**config.mk**
```make
export PLATFORM = sky130hd
export DESIGN_NAME = canonical_huffman_bit_decoder_top
export DESIGN_NICKNAME = d
export VERILOG_FILES = /design/src/rtl/chbd_pkg.sv /design/src/rtl/chbd_front.sv /design/src/rtl/chbd_back.sv /design/src/rtl/canonical_huffman_bit_decoder_top.sv
export SDC_FILE = /design/constraint.sdc
export NUM_CORES = 2
export LEC_CHECK = 0
export ABC_AREA = 0
export BUFFER_PORTS_ARGS = -buffer_cell sky130_fd_sc_hd__buf_2
export CORE_ASPECT_RATIO = 0.75
export CORE_MARGIN = 2
export CORE_UTILIZATION = 45
export DETAILED_ROUTE_END_ITERATION = 6
export HOLD_SLACK_MARGIN = 0.05
export SLEW_MARGIN = 25
export SYNTH_ARGS = -nofsm -noshare
export SYNTH_HDL_FRONTEND = slang
export SYNTH_SLANG_ARGS = --single-unit
```
**constraint.sdc**
```tcl
create_clock -name aclk -period 10.5 [get_ports aclk]
set_input_delay 2.1 -clock aclk [delete_from_list [all_inputs] [get_ports aclk]]
set_output_delay 2.1 -clock aclk [all_outputs]
set_load 0.05 [all_outputs]
```
**src/rtl/chbd_pkg.sv**
```systemverilog
// Shared types and constants for the canonical Huffman bit decoder.
// Used by the front end, the back end, the top level and the checker.
package chbd_pkg;

    localparam int MaxCodeBits = 16;
    localparam int MaxSymbols  = 256;

    localparam int OpcodeW  = 2;
    localparam int SlotW    = 8;
    localparam int ByteW    = 8;
    localparam int TotalW   = 9;
    localparam int StatusW  = 3;
    localparam int CodeLenW = 5;

    localparam int QueueDepth = 2;

    typedef enum logic [OpcodeW-1:0] {
        OP_WRITE_COUNT  = 2'd0,
        OP_WRITE_SYMBOL = 2'd1,
        OP_COMMIT       = 2'd2,
        OP_DECODE       = 2'd3
    } opcode_t;

    typedef enum logic [StatusW-1:0] {
        ST_NONE      = 3'd0,
        ST_SYMBOL    = 3'd1,
        ST_INVALID   = 3'd2,
        ST_TABLE_ERR = 3'd3,
        ST_NOT_READY = 3'd4
    } status_t;

    typedef enum logic {
        BK_RUN  = 1'b0,
        BK_WALK = 1'b1
    } back_state_t;

    // One classified item as it waits between front end and back end.
    typedef struct packed {
        opcode_t            opcode;
        logic [SlotW-1:0]   slot;
        logic [ByteW-1:0]   byte_value;
        logic [TotalW-1:0]  symbol_total;
        logic               code_bit;
        logic               slot_ok;
        logic               total_ok;
    } cmd_t;

endpackage

```
**src/rtl/chbd_front.sv**
```systemverilog
// Front end of the canonical Huffman bit decoder: takes input transfers,
// classifies them and holds them in a short queue. Depends on chbd_pkg.
module chbd_front #(
    parameter int MAX_CODE_BITS = chbd_pkg::MaxCodeBits,
    parameter int MAX_SYMBOLS   = chbd_pkg::MaxSymbols
) (
    input  logic                          aclk,
    input  logic                          aresetn,
    input  logic                          s_valid,
    output logic                          s_ready,
    input  logic [chbd_pkg::OpcodeW-1:0]  s_opcode,
    input  logic [chbd_pkg::SlotW-1:0]    s_slot,
    input  logic [chbd_pkg::ByteW-1:0]    s_byte_value,
    input  logic [chbd_pkg::TotalW-1:0]   s_symbol_total,
    input  logic                          s_code_bit,
    output chbd_pkg::cmd_t                cmd,
    output logic                          cmd_valid,
    input  logic                          cmd_ready
);
    import chbd_pkg::*;

    localparam int PtrW = (QueueDepth > 1) ? $clog2(QueueDepth) : 1;
    localparam int CntW = $clog2(QueueDepth + 1);

    cmd_t            queue_reg [QueueDepth];
    logic [PtrW-1:0] wr_ptr_reg, wr_ptr_next;
    logic [PtrW-1:0] rd_ptr_reg, rd_ptr_next;
    logic [CntW-1:0] count_reg, count_next;
    cmd_t            incoming;
    logic            push, pop;

    // Range checks are done here so the back end only acts on flags.
    always_comb begin
        incoming.opcode       = opcode_t'(s_opcode);
        incoming.slot         = s_slot;
        incoming.byte_value   = s_byte_value;
        incoming.symbol_total = s_symbol_total;
        incoming.code_bit     = s_code_bit;
        incoming.total_ok     = s_symbol_total <= TotalW'(MAX_SYMBOLS);
        case (opcode_t'(s_opcode))
            OP_WRITE_COUNT:  incoming.slot_ok = {1'b0, s_slot} < TotalW'(MAX_CODE_BITS);
            OP_WRITE_SYMBOL: incoming.slot_ok = {1'b0, s_slot} < TotalW'(MAX_SYMBOLS);
            default:         incoming.slot_ok = 1'b0;
        endcase
    end

    assign s_ready   = count_reg != CntW'(QueueDepth);
    assign cmd_valid = count_reg != '0;
    assign cmd       = queue_reg[rd_ptr_reg];
    assign push      = s_valid && s_ready;
    assign pop       = cmd_valid && cmd_ready;

    always_comb begin
        wr_ptr_next = wr_ptr_reg;
        rd_ptr_next = rd_ptr_reg;
        count_next  = count_reg;
        if (push) begin
            wr_ptr_next = (wr_ptr_reg == PtrW'(QueueDepth - 1)) ? '0 : wr_ptr_reg + 1'b1;
        end
        if (pop) begin
            rd_ptr_next = (rd_ptr_reg == PtrW'(QueueDepth - 1)) ? '0 : rd_ptr_reg + 1'b1;
        end
        if (push && !pop) begin
            count_next = count_reg + 1'b1;
        end else if (pop && !push) begin
            count_next = count_reg - 1'b1;
        end
    end

    always_ff @(posedge aclk) begin
        if (!aresetn) begin
            wr_ptr_reg <= '0;
            rd_ptr_reg <= '0;
            count_reg  <= '0;
        end else begin
            wr_ptr_reg <= wr_ptr_next;
            rd_ptr_reg <= rd_ptr_next;
            count_reg  <= count_next;
        end
    end

    always_ff @(posedge aclk) begin
        if (push) begin
            queue_reg[wr_ptr_reg] <= incoming;
        end
    end

endmodule

```
**src/rtl/chbd_back.sv**
```systemverilog
// Back end of the canonical Huffman bit decoder: table storage, the commit
// walk over code lengths, bit-serial decoding and the result register.
// Depends on chbd_pkg.
module chbd_back #(
    parameter int MAX_CODE_BITS = chbd_pkg::MaxCodeBits,
    parameter int MAX_SYMBOLS   = chbd_pkg::MaxSymbols
) (
    input  logic                           aclk,
    input  logic                           aresetn,
    input  chbd_pkg::cmd_t                 cmd,
    input  logic                           cmd_valid,
    output logic                           cmd_ready,
    output logic                           m_valid,
    input  logic                           m_ready,
    output logic [chbd_pkg::StatusW-1:0]   m_status,
    output logic [chbd_pkg::ByteW-1:0]     m_symbol,
    output logic [chbd_pkg::CodeLenW-1:0]  m_code_length
);
    import chbd_pkg::*;

    localparam int LenIdxW  = (MAX_CODE_BITS > 1) ? $clog2(MAX_CODE_BITS) : 1;
    localparam int LenW     = $clog2(MAX_CODE_BITS + 1);
    localparam int CodeW    = MAX_CODE_BITS;
    localparam int FirstW   = MAX_CODE_BITS + 1;
    localparam int DiffW    = (FirstW > ByteW) ? FirstW : ByteW;
    localparam int AccW     = ((MAX_CODE_BITS > ByteW) ? MAX_CODE_BITS : ByteW) + 2;
    localparam int SumRawW  = $clog2(MAX_CODE_BITS * 255 + 1);
    localparam int SumW     = (SumRawW > TotalW) ? SumRawW : TotalW;
    localparam int SymAddrW = $clog2(MAX_SYMBOLS);

    // Table state.
    logic [ByteW-1:0]    counts_reg [MAX_CODE_BITS];
    logic [FirstW-1:0]   first_reg  [MAX_CODE_BITS];
    logic [TotalW-1:0]   offset_reg [MAX_CODE_BITS];
    logic [ByteW-1:0]    sym_mem    [MAX_SYMBOLS];
    logic [ByteW-1:0]    sym_rdata_reg;
    logic                ready_reg, ready_next;
    logic [LenW-1:0]     last_len_reg, last_len_next;
    logic [FirstW-1:0]   last_code_reg, last_code_next;

    // Code assembly state.
    logic [CodeW-1:0]    code_reg, code_next;
    logic [LenW-1:0]     bits_reg, bits_next;

    // Commit walk.
    back_state_t         state_reg, state_next;
    logic [LenIdxW-1:0]  walk_idx_reg, walk_idx_next;
    logic [AccW-1:0]     acc_code_reg, acc_code_next;
    logic [SumW-1:0]     acc_sum_reg, acc_sum_next;
    logic                walk_fail_reg, walk_fail_next;
    logic [TotalW-1:0]   walk_total_reg, walk_total_next;
    logic                walk_total_ok_reg, walk_total_ok_next;

    // Result register.
    logic                out_valid_reg, out_valid_next;
    status_t             out_status_reg, out_status_next;
    logic                out_from_mem_reg, out_from_mem_next;
    logic [CodeLenW-1:0] out_len_reg, out_len_next;

    // Control and datapath signals.
    logic                out_free, fire, walk_last, walk_adv, res_push;
    logic [LenIdxW-1:0]  dec_idx, rd_idx;
    logic [ByteW-1:0]    cnt;
    logic [CodeW-1:0]    c;
    logic [FirstW-1:0]   c_ext;
    logic [DiffW-1:0]    diff;
    logic                hit, alive;
    logic [LenW-1:0]     len, shamt;
    logic [TotalW:0]     sym_index;
    logic [AccW-1:0]     acc_add;
    logic                step_fail;
    logic [SumW-1:0]     sum_add;
    logic                commit_ok;
    logic                count_we, sym_we, sym_re;

    assign out_free  = !out_valid_reg || m_ready;
    assign walk_last = walk_idx_reg == LenIdxW'(MAX_CODE_BITS - 1);

    // Next state of the back end sequencer.
    always_comb begin
        state_next = state_reg;
        case (state_reg)
            BK_RUN: begin
                if (fire && cmd.opcode == OP_COMMIT) begin
                    state_next = BK_WALK;
                end
            end
            BK_WALK: begin
                if (walk_adv && walk_last) begin
                    state_next = BK_RUN;
                end
            end
            default: state_next = BK_RUN;
        endcase
    end

    // Sequencer outputs.
    always_comb begin
        cmd_ready = 1'b0;
        walk_adv  = 1'b0;
        case (state_reg)
            BK_RUN:  cmd_ready = out_free;
            BK_WALK: walk_adv  = !walk_last || out_free;
            default: cmd_ready = 1'b0;
        endcase
    end

    assign fire     = cmd_valid && cmd_ready;
    assign res_push = (fire && cmd.opcode != OP_COMMIT) || (walk_adv && walk_last);

    // Decode datapath: the count table has one read port shared with the walk.
    assign dec_idx = bits_reg[LenIdxW-1:0];
    assign rd_idx  = (state_reg == BK_WALK) ? walk_idx_reg : dec_idx;
    assign cnt     = counts_reg[rd_idx];
    assign c       = CodeW'({code_reg, cmd.code_bit});
    assign c_ext   = FirstW'(c);
    assign diff    = DiffW'(c_ext) - DiffW'(first_reg[dec_idx]);
    assign hit     = (c_ext >= first_reg[dec_idx]) && (diff < DiffW'(cnt));
    assign len     = bits_reg + LenW'(1);
    assign shamt   = last_len_reg - len;
    assign alive   = (last_len_reg > len) && (c_ext <= (last_code_reg >> shamt));
    assign sym_index = (TotalW + 1)'(offset_reg[dec_idx]) + (TotalW + 1)'(diff[ByteW-1:0]);

    // Commit walk datapath: one code length per cycle; the last length waits for a free result register.
    assign acc_add   = acc_code_reg + AccW'(cnt);
    assign step_fail = acc_add > (AccW'(2) << walk_idx_reg);
    assign sum_add   = acc_sum_reg + SumW'(cnt);
    assign commit_ok = !walk_fail_reg && !step_fail && walk_total_ok_reg
                       && (sum_add == SumW'(walk_total_reg));

    always_comb begin
        ready_next         = ready_reg;
        last_len_next      = last_len_reg;
        last_code_next     = last_code_reg;
        code_next          = code_reg;
        bits_next          = bits_reg;
        walk_idx_next      = walk_idx_reg;
        acc_code_next      = acc_code_reg;
        acc_sum_next       = acc_sum_reg;
        walk_fail_next     = walk_fail_reg;
        walk_total_next    = walk_total_reg;
        walk_total_ok_next = walk_total_ok_reg;
        out_status_next    = out_status_reg;
        out_from_mem_next  = out_from_mem_reg;
        out_len_next       = out_len_reg;
        count_we           = 1'b0;
        sym_we             = 1'b0;
        sym_re             = 1'b0;

        if (res_push) begin
            out_status_next   = ST_NONE;
            out_from_mem_next = 1'b0;
            out_len_next      = '0;
        end

        if (fire) begin
            case (cmd.opcode)
                OP_WRITE_COUNT: begin
                    count_we   = cmd.slot_ok;
                    ready_next = 1'b0;
                    code_next  = '0;
                    bits_next  = '0;
                end
                OP_WRITE_SYMBOL: begin
                    sym_we     = cmd.slot_ok;
                    ready_next = 1'b0;
                    code_next  = '0;
                    bits_next  = '0;
                end
                OP_COMMIT: begin
                    ready_next         = 1'b0;
                    code_next          = '0;
                    bits_next          = '0;
                    walk_idx_next      = '0;
                    acc_code_next      = '0;
                    acc_sum_next       = '0;
                    walk_fail_next     = 1'b0;
                    walk_total_next    = cmd.symbol_total;
                    walk_total_ok_next = cmd.total_ok;
                    last_len_next      = '0;
                    last_code_next     = '0;
                end
                OP_DECODE: begin
                    if (!ready_reg) begin
                        out_status_next = ST_NOT_READY;
                    end else if (hit) begin
                        out_status_next   = ST_SYMBOL;
                        out_from_mem_next = 1'b1;
                        out_len_next      = CodeLenW'(len);
                        sym_re            = 1'b1;
                        code_next         = '0;
                        bits_next         = '0;
                    end else if (alive) begin
                        code_next = c;
                        bits_next = len;
                    end else begin
                        out_status_next = ST_INVALID;
                        code_next       = '0;
                        bits_next       = '0;
                    end
                end
                default: begin
                    ready_next = ready_reg;
                end
            endcase
        end

        if (walk_adv) begin
            walk_idx_next  = walk_last ? '0 : walk_idx_reg + 1'b1;
            acc_code_next  = acc_add << 1;
            acc_sum_next   = sum_add;
            walk_fail_next = walk_fail_reg || step_fail;
            if (cnt != '0) begin
                last_len_next  = LenW'(walk_idx_reg) + LenW'(1);
                last_code_next = FirstW'(acc_add - AccW'(1));
            end
            if (walk_last) begin
                ready_next      = commit_ok;
                out_status_next = commit_ok ? ST_NONE : ST_TABLE_ERR;
            end
        end

        if (res_push) begin
            out_valid_next = 1'b1;
        end else if (m_ready) begin
            out_valid_next = 1'b0;
        end else begin
            out_valid_next = out_valid_reg;
        end
    end

    always_ff @(posedge aclk) begin
        if (!aresetn) begin
            state_reg     <= BK_RUN;
            ready_reg     <= 1'b0;
            last_len_reg  <= '0;
            last_code_reg <= '0;
            code_reg      <= '0;
            bits_reg      <= '0;
            walk_idx_reg  <= '0;
            walk_fail_reg <= 1'b0;
            out_valid_reg <= 1'b0;
            for (int i = 0; i < MAX_CODE_BITS; i++) begin
                counts_reg[i] <= '0;
                first_reg[i]  <= '0;
                offset_reg[i] <= '0;
            end
        end else begin
            state_reg     <= state_next;
            ready_reg     <= ready_next;
            last_len_reg  <= last_len_next;
            last_code_reg <= last_code_next;
            code_reg      <= code_next;
            bits_reg      <= bits_next;
            walk_idx_reg  <= walk_idx_next;
            walk_fail_reg <= walk_fail_next;
            out_valid_reg <= out_valid_next;
            if (count_we) begin
                counts_reg[cmd.slot[LenIdxW-1:0]] <= cmd.byte_value;
            end
            if (walk_adv) begin
                first_reg[walk_idx_reg]  <= FirstW'(acc_code_reg);
                offset_reg[walk_idx_reg] <= TotalW'(acc_sum_reg);
            end
        end
    end

    always_ff @(posedge aclk) begin
        acc_code_reg      <= acc_code_next;
        acc_sum_reg       <= acc_sum_next;
        walk_total_reg    <= walk_total_next;
        walk_total_ok_reg <= walk_total_ok_next;
        out_status_reg    <= out_status_next;
        out_from_mem_reg  <= out_from_mem_next;
        out_len_reg       <= out_len_next;
    end

    // Symbol store: one write port, one registered read port.
    always_ff @(posedge aclk) begin
        if (sym_we) begin
            sym_mem[cmd.slot[SymAddrW-1:0]] <= cmd.byte_value;
        end
        if (sym_re) begin
            sym_rdata_reg <= sym_mem[sym_index[SymAddrW-1:0]];
        end
    end

    assign m_valid       = out_valid_reg;
    assign m_status      = out_status_reg;
    assign m_symbol      = out_from_mem_reg ? sym_rdata_reg : '0;
    assign m_code_length = out_len_reg;

endmodule

```
**src/rtl/canonical_huffman_bit_decoder_top.sv**
```systemverilog
// Canonical Huffman bit decoder (JPEG-style tables), one result transfer for
// every input transfer, in order. A steady stream of decode bits is decoded
// at one bit per cycle while m_ready stays high. A commit runs a sequential
// walk over the count table, one code length per cycle, which builds the first
// code and symbol offset of each length; the last length waits for a free
// result register. Load items are length counts and symbol bytes. A two-entry
// queue between the front end and the back end keeps input transfers flowing
// while the back end walks or while the result register waits on m_ready;
// at the earliest, a result is valid once its input transfer has passed the
// queue and then the result register.
// A table must be committed after its last load before bits are decoded;
// until then every decode bit reports "table not committed". Symbol entries
// that were never written hold arbitrary data, so a table must only refer to
// loaded symbols. The symbol store comes out of reset unwritten and needs no
// clearing pass; the count and code tables reset to zero at once.
// Depends on chbd_pkg, chbd_front and chbd_back.
module canonical_huffman_bit_decoder_top #(
    parameter int MAX_CODE_BITS = chbd_pkg::MaxCodeBits,
    parameter int MAX_SYMBOLS   = chbd_pkg::MaxSymbols
) (
    input  logic                           aclk,
    input  logic                           aresetn,
    input  logic                           s_valid,
    output logic                           s_ready,
    input  logic [chbd_pkg::OpcodeW-1:0]   s_opcode,
    input  logic [chbd_pkg::SlotW-1:0]     s_slot,
    input  logic [chbd_pkg::ByteW-1:0]     s_byte_value,
    input  logic [chbd_pkg::TotalW-1:0]    s_symbol_total,
    input  logic                           s_code_bit,
    output logic                           m_valid,
    input  logic                           m_ready,
    output logic [chbd_pkg::StatusW-1:0]   m_status,
    output logic [chbd_pkg::ByteW-1:0]     m_symbol,
    output logic [chbd_pkg::CodeLenW-1:0]  m_code_length
);
    import chbd_pkg::*;

    // Classified items waiting for the back end.
    cmd_t cmd;
    logic cmd_valid;
    logic cmd_ready;

    // The front end checks slot and total ranges against the parameters and
    // queues each transfer, so input stalls only when the queue is full.
    chbd_front #(
        .MAX_CODE_BITS (MAX_CODE_BITS),
        .MAX_SYMBOLS   (MAX_SYMBOLS)
    ) u_front (
        .aclk           (aclk),
        .aresetn        (aresetn),
        .s_valid        (s_valid),
        .s_ready        (s_ready),
        .s_opcode       (s_opcode),
        .s_slot         (s_slot),
        .s_byte_value   (s_byte_value),
        .s_symbol_total (s_symbol_total),
        .s_code_bit     (s_code_bit),
        .cmd            (cmd),
        .cmd_valid      (cmd_valid),
        .cmd_ready      (cmd_ready)
    );

    // The back end owns all table state and the result register. It takes a
    // new item whenever it is not walking and the result register is empty or being drained.
    chbd_back #(
        .MAX_CODE_BITS (MAX_CODE_BITS),
        .MAX_SYMBOLS   (MAX_SYMBOLS)
    ) u_back (
        .aclk          (aclk),
        .aresetn       (aresetn),
        .cmd           (cmd),
        .cmd_valid     (cmd_valid),
        .cmd_ready     (cmd_ready),
        .m_valid       (m_valid),
        .m_ready       (m_ready),
        .m_status      (m_status),
        .m_symbol      (m_symbol),
        .m_code_length (m_code_length)
    );

endmodule

```
Word-level counts from Yosys, hierarchy flattened. Memory sizes are Yosys's and may differ from the RTL's. A register that Yosys moved wholly into a read port is not among the register bits. Cells that the tools add are included. W data, S select, Z words.

Register bits after elaboration: 102. RAM bits: 2636. Logic and storage cells: 193. Memories: 5. Input port bits: 32.

Memory list: u_back.sym_mem (words 256, width 8, rd ports 1, clocked after Yosys merged registers in 1, write ports 1, RTL line chbd_back.sv:35) `logic [ByteW-1:0] sym_mem [MAX_SYMBOLS];`; u_back.first_reg (words 16, width 16, rd ports 1, clocked after Yosys merged registers in 1, write ports 16, RTL line chbd_back.sv:33) `logic [FirstW-1:0] first_reg [MAX_CODE_BITS];`; u_back.offset_reg (words 16, width 9, rd ports 1, clocked after Yosys merged registers in 1, write ports 16, RTL line chbd_back.sv:34) `logic [TotalW-1:0] offset_reg [MAX_CODE_BITS];`; u_back.counts_reg (words 16, width 8, rd ports 1, clocked after Yosys merged registers in 0, write ports 16, RTL line chbd_back.sv:32) `logic [ByteW-1:0] counts_reg [MAX_CODE_BITS];`; u_front.queue_reg (words 2, width 30, rd ports 1, clocked after Yosys merged registers in 1, write ports 1, RTL line chbd_front.sv:25) `cmd_t queue_reg [QueueDepth];`.

Mux-type cells: 100. Magnitude comparators: 7. Bitwise gates (word level): 1. Shift-type cells: 2. $add $sub $neg: 13. Reduce and logical (&&, ||, !) cells: 37. Equal/unequal tests: 9.

Operators with widths (count): $mux W17 (4); $mux W5 (12); $mux W18 (3); $mux W4 (12); $mux W15 (3); $mux W1 (44); $mux W12 (3); $pmux W15 S2 (1); $mux W3 (8); $add A18 B8 Y18 (1); $gt A18 B18 Y1 (1); $shl A2 B4 Y18 const A (1); $ge A16 B17 Y1 (1); $le A16 B17 Y1 (1); $lt A17 B8 Y1 (1); $shr A17 B5 Y17 (1); $sub A16 B17 Y17 (1); $sub A17 B1 Y17 const B (1); $mux W16 (1); $mux W8 (2); $reduce_or A16 Y1 (1); $add A12 B8 Y12 (1); $eq A12 B9 Y1 (1); $logic_and A1 B1 Y1 (12); other kinds (30) (52).

Depth between registers and ports, before layout.
Depth in word-level cells: 14. Depth in mapped cells: 25.

Hierarchy. Synthesis repeated with hierarchy kept, for this count alone.

Cell total of the unflattened synthesis: 5855. Area, all modules: 113223.6 sq um.

By module, submodules not included: chbd_back (cells an instance 5732, area an instance 110792.5 sq um, instances 1); chbd_front (cells an instance 123, area an instance 2431.1 sq um, instances 1).

Worst setup path after synthesis. No wires, ideal clock.

Kind: reg2reg. From: reg with a tool-made name. To: reg u_back.sym_rdata_reg[0] (read register of u_back.sym_mem) (enable). Arrival time: 6.343 ns. Path buffers: 5. Required time: 10.176 ns. Slack: 3.833 ns. Stages on the path, launching flop included: 23. Setup time: 0.324 ns. Cells stage by stage: dfxtp_1 > buf_2 > buf_2 > buf_1 > buf_1 > mux4_2 > mux4_2 > ha_1 > fa_1 > nor2b_1 > o31a_1 > o21a_1 > nor2_1 > xnor2_1 > ha_1 > a221oi_1 > nand4b_1 > or4_1 > a2111oi_0 > o2111ai_1 > or2_2 > clkbuf_1 > inv_1.

RTL lines: end, declared (RTL line chbd_back.sv:36) `logic [ByteW-1:0] sym_rdata_reg;`.

==> impl_metrics.xml <==
<?xml version="1.0" encoding="UTF-8"?>
<metrics>
  <group name="timing">
    <metric name="max-slew-margin-rel" unit="%">24.7</metric>
    <metric name="finalClockSkew" unit="ps">42.4</metric>
    <metric name="period_share" unit="%">68.7</metric>
    <metric name="fmax" unit="MHz">139</metric>
    <metric name="setup_total_negative_slack" unit="ps">0</metric>
    <metric name="setup_repair_after_global_routing_missed_its_margin" unit="">no</metric>
    <metric name="slew_violations" unit="">0</metric>
    <metric name="hold_viol" unit="">0</metric>
    <metric name="layout_min_cycle_time" unit="ps">7210</metric>
    <metric name="setup_violating_endpoint_count_in_the_final_report" unit="">0</metric>
    <metric name="timing_worst_slew_pin_value" unit="ps">1130</metric>
  </group>
  <group name="clocking">
    <metric name="cts-htree-levels" unit="">5</metric>
    <metric name="clock_path_buffers" unit="">4</metric>
    <metric name="clock_latency_reported_for_the_late_side_of_the_worst_skew_pair" unit="ps">850</metric>
    <metric name="worst_setup_hold_path_clk_slew" unit="ps">60</metric>
    <metric name="post_cts.resized_instances" unit="">0</metric>
    <metric name="post_cts_hold_buffer_count" unit="">0</metric>
    <metric name="cts_setup_buffers" unit="">0</metric>
    <metric name="numClockSinks" unit="">2735</metric>
    <metric name="root_buffer" unit="">clkbuf_16</metric>
    <metric name="clock_tree_from_tritoncts" unit="">done</metric>
    <metric name="cts_inserted_buffers" unit="">281</metric>
  </group>
  <group name="synth">
    <metric name="count_of_mapped_cells_out_of_synthesis" unit="">5819</metric>
    <metric name="syn-mean-instance-area" unit="um2">19.4</metric>
    <metric name="synth.area.mux_share" unit="%">17.2</metric>
    <metric name="yosysWarnings" unit="">0</metric>
    <metric name="post_synth_and_or_nand_nor_area_fraction" unit="%">5.45</metric>
    <metric name="mappedNetlistArea" unit="mm2">0.113</metric>
    <metric name="synth_enable_flop_cells" unit="">2667</metric>
    <metric name="synth_fa_ha_area_share" unit="%">1.11</metric>
    <metric name="synth-xor-area-share" unit="%">0.531</metric>
    <metric name="ys_seq_area_share" unit="%">72.3</metric>
    <metric name="synth_compound_gate_area_share" unit="%">1.88</metric>
    <metric name="primary_flip_flop_cell_chosen_by_synthesis_mapping" unit="">edfxtp_1</metric>
    <metric name="ys_async_sr_fraction" unit="%">0</metric>
    <metric name="synth.lib_cells_used.distinct" unit="">80</metric>
    <metric name="synth-seq-cells" unit="">2735</metric>
    <metric name="dominant_combinational_cell_family_by_area_after_synthesis" unit="">multiplexers</metric>
    <metric name="synth_nets" unit="">5947</metric>
  </group>
  <group name="critical_path">
    <metric name="endpoint_kind" unit="">flip-flop</metric>
    <metric name="start_kind" unit="">flip-flop</metric>
    <metric name="required" unit="ps">11040</metric>
    <metric name="worst-r2r-cell-count" unit="">13</metric>
    <metric name="crit-reg2reg-capture" unit="">u_back.sym_rdata_reg[6]</metric>
    <metric name="timing.setup.critical_path_class" unit="">flip-flop to flip-flop</metric>
    <metric name="critical_path_peak_fanout" unit="">90</metric>
    <metric name="timing.reg2reg.setup_slack" unit="ps">3290</metric>
    <metric name="arrival" unit="ps">7750</metric>
  </group>
  <group name="floorplan">
    <metric name="io_pins" unit="">50</metric>
    <metric name="placeableCoreArea" unit="mm2">0.250</metric>
    <metric name="die_y" unit="um">437</metric>
    <metric name="fp-row-count" unit="">159</metric>
    <metric name="start_util" unit="%">45.1</metric>
    <metric name="dieWidth" unit="um">582</metric>
    <metric name="dieArea" unit="mm2">0.254</metric>
  </group>
  <group name="placed_design">
    <metric name="place_hpwl" unit="um">171000</metric>
    <metric name="io_buffer_count" unit="">49</metric>
    <metric name="gp_congestion" unit="">0.854</metric>
  </group>
  <group name="route">
    <metric name="detail_route.vias_per_cell" unit="">6.06</metric>
    <metric name="firstDrtPassIters" unit="">5</metric>
    <metric name="drt_drc_violations_left" unit="">0</metric>
    <metric name="initialDrtViolationCount" unit="">7142</metric>
    <metric name="ant_nets" unit="">0</metric>
    <metric name="drt_wl_total" unit="um">288000</metric>
    <metric name="vias" unit="">57054</metric>
    <metric name="wl_per_cell" unit="um">30.5</metric>
  </group>
  <group name="power_and_ir_drop">
    <metric name="vdd_drop_max" unit="mV">0.252</metric>
    <metric name="p_comb_share" unit="%">26.8</metric>
    <metric name="power.internal" unit="mW">21.6</metric>
    <metric name="leakagePower" unit="nW">39.9</metric>
    <metric name="sw_frac_of_total" unit="%">30.1</metric>
    <metric name="power.switching" unit="mW">9.30</metric>
    <metric name="p_clk_share" unit="%">30.1</metric>
    <metric name="power_frac_seq" unit="%">43.1</metric>
    <metric name="power_per_cell_area" unit="mW/mm2">246</metric>
  </group>
  <group name="layout">
    <metric name="flip_flop_count_of_the_largest_register_after_layout" unit="">2048</metric>
    <metric name="final_layout_size_suffix_gt1_share" unit="%">24.3</metric>
    <metric name="syn_to_final_growth" unit="%">11.5</metric>
    <metric name="post-route-util" unit="%">50.3</metric>
    <metric name="layout.nets" unit="">6049</metric>
  </group>
  <group name="global_route">
    <metric name="antenna_found_initial" unit="">12</metric>
    <metric name="gr-total-overflow" unit="">0</metric>
    <metric name="groute.usage.overall" unit="%">22.5</metric>
    <metric name="via_count_of_the_first_global_routing_pass" unit="">56149</metric>
    <metric name="grt_max_degree" unit="">172</metric>
    <metric name="grt_pass1_wl" unit="um">413000</metric>
  </group>
  <group name="min_path">
    <metric name="timing.hold.worst.class" unit="">flip-flop to flip-flop</metric>
    <metric name="timing.hold.worst_endpoint" unit="">u_back.last_len_reg[0]</metric>
    <metric name="whs_path_depth" unit="">2</metric>
    <metric name="hold_path.startpoint" unit="">u_back.last_len_reg[0]</metric>
  </group>
  <group name="run">
    <metric name="max-cap-violations" unit="">0</metric>
  </group>
  <group name="run_status">
    <metric name="result_of_the_run" unit="">finished, final reports clean</metric>
  </group>
</metrics>
## cells by family (layout without fill, tap and decap cells)
family | Yosys count | after routing
other | 0 | 2
XOR/XNOR | 65 | 65
AND/OR/NAND/NOR | 1273 | 1273
buffers and inverters | 445 | 745
flip-flops | 2735 | 2735
multiplexers | 912 | 912
adder cells (fa/ha/maj) | 97 | 97
AO/OA/AOI/OAI | 292 | 292
## worst max path at each step
stage                     cells past startpoint                       to  slack, ps
after global placement                       13  u_back.sym_rdata_reg[4]       3220
after floorplan                              22  u_back.sym_rdata_reg[0]       3830
final                                        13  u_back.sym_rdata_reg[6]       3290
after global routing                         13  u_back.sym_rdata_reg[7]       2890
after CTS                                    13  u_back.sym_rdata_reg[4]       3230
after detailed placement                     13  u_back.sym_rdata_reg[4]       3240
## stage by stage
step / hold slack, ps / instance area [um2] / setup slack (ps) / cells / power [mW]
finish: 480 / 126000 / 3290 / 9421 / 30.9
global route: 500 / 126000 / 2890 / 9419 / 31.9
CTS: 480 / 125000 / 3230 / 9417 / 31.1
detailed placement: 472 / 117000 / 3240 / 8936 / 21.9
global placement: 464 / 117000 / 3220 / 8936 / 21.8
floorplan: 440 / 113000 / 3830 / 5819 / 18.9
## cells in the final DEF, fill, tap and decap left out, types with 11 or more instances in the layout
cell	synthesis	layout
a21o_1	14	14
a21oi_1	49	49
a22o_1	20	20
and2_1	355	355
and3_1	12	12
buf_12	0	14
buf_2	8	49
buf_4	3	103
clkbuf_1	247	68
clkbuf_16	0	288
clkinv_1	3	61
clkinv_2	0	39
dfxtp_1	68	63
edfxtp_1	2667	2667
ha_1	91	90
inv_1	92	84
mux2_2	23	23
mux2i_1	73	64
mux4_2	814	814
nand2_1	194	178
nand2_2	0	16
nand2b_1	25	20
nand3_1	40	40
nand4_1	20	20
nor2_1	497	464
nor2_2	0	31
nor2b_1	14	14
nor3_1	62	58
nor4_1	22	22
o211ai_1	11	11
o21a_1	22	22
o21ai_0	63	52
o21ai_4	0	11
xnor2_1	40	36
xor2_1	23	22
## cell type report
type	count	area, um2
Clock buffer	357	7480
Inverter	95	417
Tap cell	3300	4130
Sequential cell	2735	81500
Timing Repair Buffer	169	1350
Clock inverter	124	797
Antenna cell	2	5.00
Multi-Input combinational cell	2639	29900
Fill cell	19880	124000
## synth_stat cells (23+ instances only)
master    instances  area share (%)
dfxtp_1          68             1.2
mux2_2           23            0.23
nor3_1           62            0.28
nand2b_1         25            0.14
nand2_1         194            0.65
ha_1             91             1.0
xnor2_1          40            0.31
nor2_1          497             1.7
and2_1          355             2.0
mux2i_1          73            0.65
nand3_1          40            0.18
xor2_1           23            0.18
clkbuf_1        247            0.82
mux4_2          814              16
edfxtp_1       2667              71
buf_1            88            0.29
o21ai_0          63            0.28
a21oi_1          49            0.22
inv_1            92            0.31
## metal layers
layer | part of all wire [%] | vias up | GRT usage, %
li1 | - | 23688 | -
met1 | 44 | 30454 | 35.1
met2 | 44 | 2511 | 32.4
met3 | 9.2 | 399 | 4.68
met4 | 2.4 | 2 | 5.44
met5 | 0.0035 | - | 0
## worst max-delay path, stage by stage, from the launching register on
cell and delay [ps]:
dfxtp_4 890, mux4_2 610, mux4_2 510, ha_1 240, fa_1 520, inv_1 80, ha_1 360, xnor2_2 210
buf_12 660, buf_4 810, mux4_2 690, mux4_2 500, mux2i_1 440, mux2i_1 150
## power groups by stage
| stage | combinational [mW] | clock, mW | sequential (mW) |
|---|---|---|---|
| finish | 8.28 | 9.29 | 13.3 |
| detailed placement | 8.32 | 0 | 13.5 |
| CTS | 8.33 | 9.44 | 13.3 |
| global placement | 8.23 | 0 | 13.5 |
| global route | 8.75 | 9.85 | 13.3 |
| floorplan | 5.30 | 0 | 13.6 |
No activity file was read; power rests on OpenSTA's default activity.
